[config.mk]
export PLATFORM = sky130hd
export DESIGN_NAME = vn_udiv
export DESIGN_NICKNAME = d
export VERILOG_FILES = /design/src/rtl/vn_pkg.sv /design/src/rtl/vn_udiv.sv
export SDC_FILE = /design/constraint.sdc
export NUM_CORES = 2
export LEC_CHECK = 0
export BUFFER_PORTS_ARGS = -buffer_cell sky130_fd_sc_hd__buf_2
export CAP_MARGIN = 20
export CORE_MARGIN = 2
export CORE_UTILIZATION = 40
export DETAILED_ROUTE_END_ITERATION = 8
export SLEW_MARGIN = 20
export SYNTH_ARGS = -nofsm -noshare
export SYNTH_HDL_FRONTEND = slang
export SYNTH_SLANG_ARGS = --single-unit
[constraint.sdc]
create_clock -name i_clk -period 8.88 [get_ports i_clk]
set_clock_uncertainty 0.1 [all_clocks]
set_input_delay 0.888 -clock i_clk [delete_from_list [all_inputs] [get_ports i_clk]]
set_output_delay 0.888 -clock i_clk [all_outputs]
set_load 0.1 [all_outputs]
[src/rtl/vn_pkg.sv]
`default_nettype none
package vn_pkg;
    localparam int COMP_W      = 32;
    localparam int SQ_W        = 2 * COMP_W;
    localparam int LEN_W       = 32;
    localparam int QUO_W       = 17;
    localparam int UNIT_W      = 18;
    localparam int SQRT_STAGES = LEN_W;
    localparam int DIV_STAGES  = QUO_W;
    // input reg, squares, sum, root steps, divide steps, output reg
    localparam int PIPE_DEPTH  = 3 + SQRT_STAGES + DIV_STAGES + 1;
    localparam int IN_DATA_W   = 3 * COMP_W;
    localparam int OUT_DATA_W  = 88;
endpackage
`default_nettype wire

[src/rtl/vn_udiv.sv]
`default_nettype none
module vn_udiv
    import vn_pkg::*;
(
    input  wire logic              i_clk,
    input  wire logic              i_ce,
    input  wire logic [COMP_W-1:0] i_mag,
    input  wire logic [LEN_W-1:0]  i_len,
    output logic      [QUO_W-1:0]  o_quo
);
    // (mag << 16) / len; quotient fits 17 bits, so the partial remainder
    // starts at mag >> 1 and only bit 16 of the dividend is nonzero below it
    logic [LEN_W-1:0]  r_rem [DIV_STAGES];
    logic [LEN_W-1:0]  r_len [DIV_STAGES];
    logic [QUO_W-1:0]  r_quo [DIV_STAGES];

    for (genvar k = 0; k < DIV_STAGES; k++) begin : g_step
        logic [LEN_W-1:0] w_rem_in;
        logic [LEN_W-1:0] w_len_in;
        logic [QUO_W-1:0] w_quo_in;
        logic             w_bit;
        logic [LEN_W:0]   w_rem2;
        logic [LEN_W:0]   w_diff;

        if (k == 0) begin : g_first
            assign w_rem_in = {1'b0, i_mag[COMP_W-1:1]};
            assign w_len_in = i_len;
            assign w_quo_in = '0;
            assign w_bit    = i_mag[0];
        end else begin : g_next
            assign w_rem_in = r_rem[k-1];
            assign w_len_in = r_len[k-1];
            assign w_quo_in = r_quo[k-1];
            assign w_bit    = 1'b0;
        end

        assign w_rem2 = {w_rem_in, w_bit};
        assign w_diff = w_rem2 - {1'b0, w_len_in};

        always_ff @(posedge i_clk) begin
            if (i_ce) begin
                r_len[k] <= w_len_in;
                if (w_rem2 >= {1'b0, w_len_in}) begin
                    r_rem[k] <= w_diff[LEN_W-1:0];
                    r_quo[k] <= {w_quo_in[QUO_W-2:0], 1'b1};
                end else begin
                    r_rem[k] <= w_rem2[LEN_W-1:0];
                    r_quo[k] <= {w_quo_in[QUO_W-2:0], 1'b0};
                end
            end
        end
    end

    assign o_quo = r_quo[DIV_STAGES-1];
endmodule
`default_nettype wire

## Yosys cells after proc, flatten, opt, wreduce, memory -nomap -nowiden

Memory sizes are Yosys's and may differ from the RTL's.
Cells that the tools add are included.
Widths: inputs -> output; s select.

- Flip-flop bits (word level): 0
- Input bits: 66
- Bits in writable memories: 1377
- Memories: 3
- Latch bits: 0
- Memory bits (read-only): 0

- Muxes and demuxes: 138
- Divide/modulo/power cells: 0
- Reductions and logical operators: 0
- Shifts and indexed selects: 0
- $add $sub $neg: 17
- $lt $le $gt $ge: 17
- Bitwise gates (word level): 34
- Multipliers: 0
- Equal/unequal tests: 0

Memories:

| memory | words | width | rd ports | clocked after memory_dff | write ports | RTL line | RTL |
|---|---|---|---|---|---|---|---|
| r_len | 17 | 32 | 16 | 0 | 17 | vn_udiv.sv:14 | `logic [LEN_W-1:0] r_len [DIV_STAGES];` |
| r_rem | 17 | 32 | 16 | 0 | 17 | vn_udiv.sv:13 | `logic [LEN_W-1:0] r_rem [DIV_STAGES];` |
| r_quo | 17 | 17 | 17 | 0 | 17 | vn_udiv.sv:15 | `logic [QUO_W-1:0] r_quo [DIV_STAGES];` |

Operators with widths:

| kind | number |
|---|---|
| $mux 32 | 17 |
| $sub 32x32->32 | 17 |
| $ge 33x32->1 | 16 |
| $mux 17 | 17 |
| $mux 1 | 104 |
| $or 1x1->1 | 34 |
| $ge 32x32->1 | 1 |

## Depth between registers and ports, before layout

An unclocked memory read counts as a cell.

- Depth after elaboration: 6
- Depth in mapped cells: 15
- Mapped depth without buffers: 14

## Worst setup path after synthesis

Ideal clock, no wire load.

- Kind: input to register
- Start: input i_mag[0]
- End: memory r_rem[0][30] (data pin)
- Path slack: 5.037 ns
- Data required time: 8.524 ns
- Stages on the path: 14
- Data arrival time: 3.487 ns
- Setup time: 0.256 ns
- Path buffers: 0
- Path through: inv_1 -> ha_1 -> inv_1 -> fa_1 -> a211oi_1 -> o21ai_0 -> a21oi_1 -> nor3_1 -> o21ai_0 -> a31oi_1 -> o21a_1 -> o21a_1 -> or3_1 -> a31o_2

RTL lines:

| item | RTL line | RTL |
|---|---|---|
| from (decl) | vn_udiv.sv:7 | `input wire logic [COMP_W-1:0] i_mag,` |
| to (decl) | vn_udiv.sv:13 |  |

==> results by group <==
Cells and area
  • Antenna diode count: 0
  • Layout net count: 7,155
  • Area added between synthesis and finish: 10.4%
  • Share of layout cells above drive strength 1: 9.35%
  • FF+latch area: 0.0353 sq mm
  • Most frequent cells in the layout: 1,176 x edfxtp_1, 698 x inv_1, 543 x ha_1
  • Commonest non-fill, non-tap cell in the layout: edfxtp_1
  • Final core utilization: about 45%
  • Fill count: approximately 16,000
  • Multi-input gate area: 0.0317 sq mm

Drt
  • Via count: 47,300
  • Drt first pass iters: 6
  • Final WL: 158,000 um
  • Remaining DRCs: 0
  • Vias/cell: 5.27
  • Wire per inst: ~18 um
  • Antenna violation net count after detailed routing: 0
  • DRT iter0 DRCs: approximately 2,400

Logic synthesis
  • Synth Flop Type: edfxtp_1
  • Number of flops mapped to enable cells by yosys: between 1,000 and 1,500
  • Synth Cell Area: slightly above 0.07 sq mm
  • Seq/Total Area, Yosys: 50.2%
  • Post-synth cell types: roughly 100
  • Synthesis Warnings: 0
  • Async S/R FF share, synth: 0%
  • Mean area per synthesized cell: 10.9 sq um
  • Synth Instances: 6,457
  • Syn nets: 7,082
  • Yosys reg bits: approximately 1,200

Global route
  • Vias in the first global route: between 40,000 and 50,000
  • Global Route Usage Sum: 17.5%
  • Gr ovfl total: 0
  • Largest net degree at the start of global routing: 181
  • Global-route wire length before repair: 252,000 um
  • Antenna violations before repair: 0

Timing
  • Hold Fails Final Rpt: 0
  • Fin crit period: around 4.7 ns
  • RSZ-0062 raised after global routing: no
  • Max-slew violations: 0
  • Min setup slack post-route: 4.16 ns
  • Worst Tran Pin Value: 1.12 ns
  • Final-report setup violation count: 0
  • Fmax: 0.212 GHz
  • Period Utilization, post-route: between 50% and 60%
  • Slew headroom: a little under a quarter
  • Total Neg Setup Slack: 0 ns

Placed design
  • Hpwl dp: between 100,000 and 150,000 um
  • RePlAce Congestion: a little under 1
  • Worst slack at placement: 4.06 ns
  • IO Port Bufs: just over 80

Clock network
  • CTS tree: yes
  • Clock root buffer: clkbuf_16
  • Clk_lat worst skew: 0.78 ns
  • Clk buf depth: 3
  • H-tree levels: 4
  • Cts bufs inserted: 140
  • Post-CTS sizing: 0
  • Setup Buffers After CTS: 0
  • Clock transition at path regs: 0.05 ns
  • TritonCTS Sinks: 1,177
  • Cts hold-fix bufs: 0

Pwr
  • P_leak: around 32 nW
  • Sequential Power Share: approximately a third
  • Clock share of power: 20.1%
  • Sw frac: 37.4%
  • Worst vdd ir: 0.196 mV
  • P_sw: 0.0101 W
  • Internal power: 0.0169 W
  • Comb pwr share: between 40% and 50%
  • Power Density: 348 mW/mm^2

Critical path
  • Crit path kind: flip-flop to flip-flop
  • Crit-path max cell delay: 0.80 ns
  • Worst setup startpoint: r_len[0][97]
  • Crit end category: flip-flop
  • Critical path launch point type: flip-flop
  • Slowest CP cell: o311ai_0
  • CP Data Arrival Time: 5.14 ns
  • Crit path required time: a little over 9 ns
  • CP Max Fanout: 33
  • Worst r2r src: r_len[0][97]
  • Worst-path cell chain: inv_1 > ha_1 > nor2b_1 > o2111ai_1 > and3_1 > o311ai_0 > a21oi_1 > o211a_1 > o31ai_1 > a21o_1 > buf_4 > mux2_2

Floorplan
  • Core ar.: approximately 0.17 sq mm
  • Die Wd: roughly 420 um
  • Row cnt: 153
  • # IOs: 83
  • Initial cell density of the core: 40.3%
  • Die area: between 0.15 and 0.2 sq mm
  • Die Y: 423 um

Run status
  • Status: complete, no violations

Worst hold path
  • Hold Path Class: input pin to flip-flop
  • Hold path startpoint: i_len[30]

Run
  • Max-cap check violation count: 0
[routing by layer]
| layer | part of all wire, % | track usage [%] |
|---|---|---|
| met4 | 6.0 | 10.4 |
| met5 | 0 | 0 |
| met3 | 2.8 | 2.43 |
| met2 | 56 | 35.1 |
| met1 | 36 | 16.6 |
[Yosys cell counts, drive strengths merged, types with 9 or more instances]
| master | count | area (sq um) |
|---|---|---|
| xor2 | 170 | 1490 |
| mux2 | 255 | 2880 |
| clkbuf | 141 | 529 |
| and3 | 49 | 307 |
| a221oi | 9 | 85.1 |
| xnor2 | 255 | 2230 |
| o21bai | 59 | 447 |
| nor4 | 20 | 125 |
| nor2 | 385 | 1450 |
| a31oi | 57 | 375 |
| a2111oi | 14 | 135 |
| ha | 543 | 6790 |
| fa | 16 | 320 |
| o22ai | 12 | 75.1 |
| and4 | 9 | 78.8 |
| o31ai | 49 | 373 |
| o221ai | 12 | 105 |
| nand2 | 399 | 1500 |
| nand2b | 64 | 400 |
| a21o | 270 | 2030 |
| o41ai | 11 | 104 |
| o21ai | 388 | 1940 |
| inv | 699 | 2620 |
| or2 | 21 | 131 |
| nor3 | 76 | 392 |
| a21oi | 546 | 2740 |
| a211o | 16 | 140 |
| a211oi | 46 | 345 |
| a311oi | 12 | 111 |
| o31a | 17 | 149 |
| or3 | 19 | 119 |
| nor3b | 11 | 82.6 |
| a21boi | 16 | 120 |
| a31o | 12 | 114 |
| buf | 47 | 272 |
| nand3b | 16 | 120 |
| and2 | 33 | 208 |
| o2111ai | 16 | 140 |
| nor2b | 73 | 464 |
| nand3 | 101 | 505 |
| edfxtp | 1176 | 35300 |
| mux2i | 15 | 150 |
| o21a | 89 | 668 |
| o211ai | 33 | 258 |
| nand4 | 93 | 582 |
[kinds of logic after synthesis]
family / share of synthesized area [%]
AO/OA/AOI/OAI: 15.8
adder cells (fa/ha/maj): 10.1
XOR/XNOR: 5.29
buffers and inverters: 4.87
flip-flops: 50.2
AND/OR/NAND/NOR: 9.44
multiplexers: 4.31
[layout make-up]
cell class / instances / share of cell area, %
sequential: 1177 / 45.5
multi-input combinational: 4393 / 40.8
clock inverter: 71 / 0.796
timing repair buffer: 119 / 0.973
tap: 2325 / 3.75
clock buffer: 184 / 4.78
inverter: 699 / 3.38
[path summary, 6_finish.rpt]
path,cells after the start,slack [ns],endpoint
worst max-delay path,12,4.16,r_rem[4][2]
worst min-delay path,1,0.20,r_len[0][30]
worst max register to register,12,4.16,r_rem[4][2]
worst min register to register,0,0.31,r_quo[2][1]
[metrics by stage]
| step | hold slack (ns) | instances | cell area (sq um) | total power, W |
|---|---|---|---|---|
| after floorplan | 0.300 | 6457 | 70400 | 0.0185 |
| after global placement | 0.303 | 8711 | 73300 | 0.0214 |
| after detailed placement | 0.305 | 8713 | 73300 | 0.0215 |
| after CTS | 0.135 | 8968 | 77700 | 0.0271 |
| after global routing | 0.157 | 8968 | 77700 | 0.0290 |
| final | 0.204 | 8968 | 77700 | 0.0270 |
[state kept, by name, summed over array words and instances (netlist names)]
signal,count
r_len,512
r_rem,512
r_quo,153
[power groups by stage]
| stage | logic, W | clock network [W] | registers (W) |
|---|---|---|---|
| 6_report | 0.0126 | 0.00543 | 0.00900 |
| 5_1_grt | 0.0140 | 0.00582 | 0.00916 |
| 4_1_cts | 0.0125 | 0.00560 | 0.00900 |
| 2_1_floorplan | 0.00971 | 0 | 0.00884 |
| 3_3_place_gp | 0.0123 | 0 | 0.00911 |
| 3_5_place_dp | 0.0124 | 0 | 0.00910 |
[critical path: cells and delay by family, from the launching register on]
family	cells	cell delay [ns]
AO/OA/AOI/OAI	6	2.34
adder cells (fa/ha/maj)	1	0.29
buffers and inverters	2	0.44
flip-flops	1	0.40
multiplexers	1	0.40
AND/OR/NAND/NOR	2	0.45
Power figures use the tool's default switching activity.
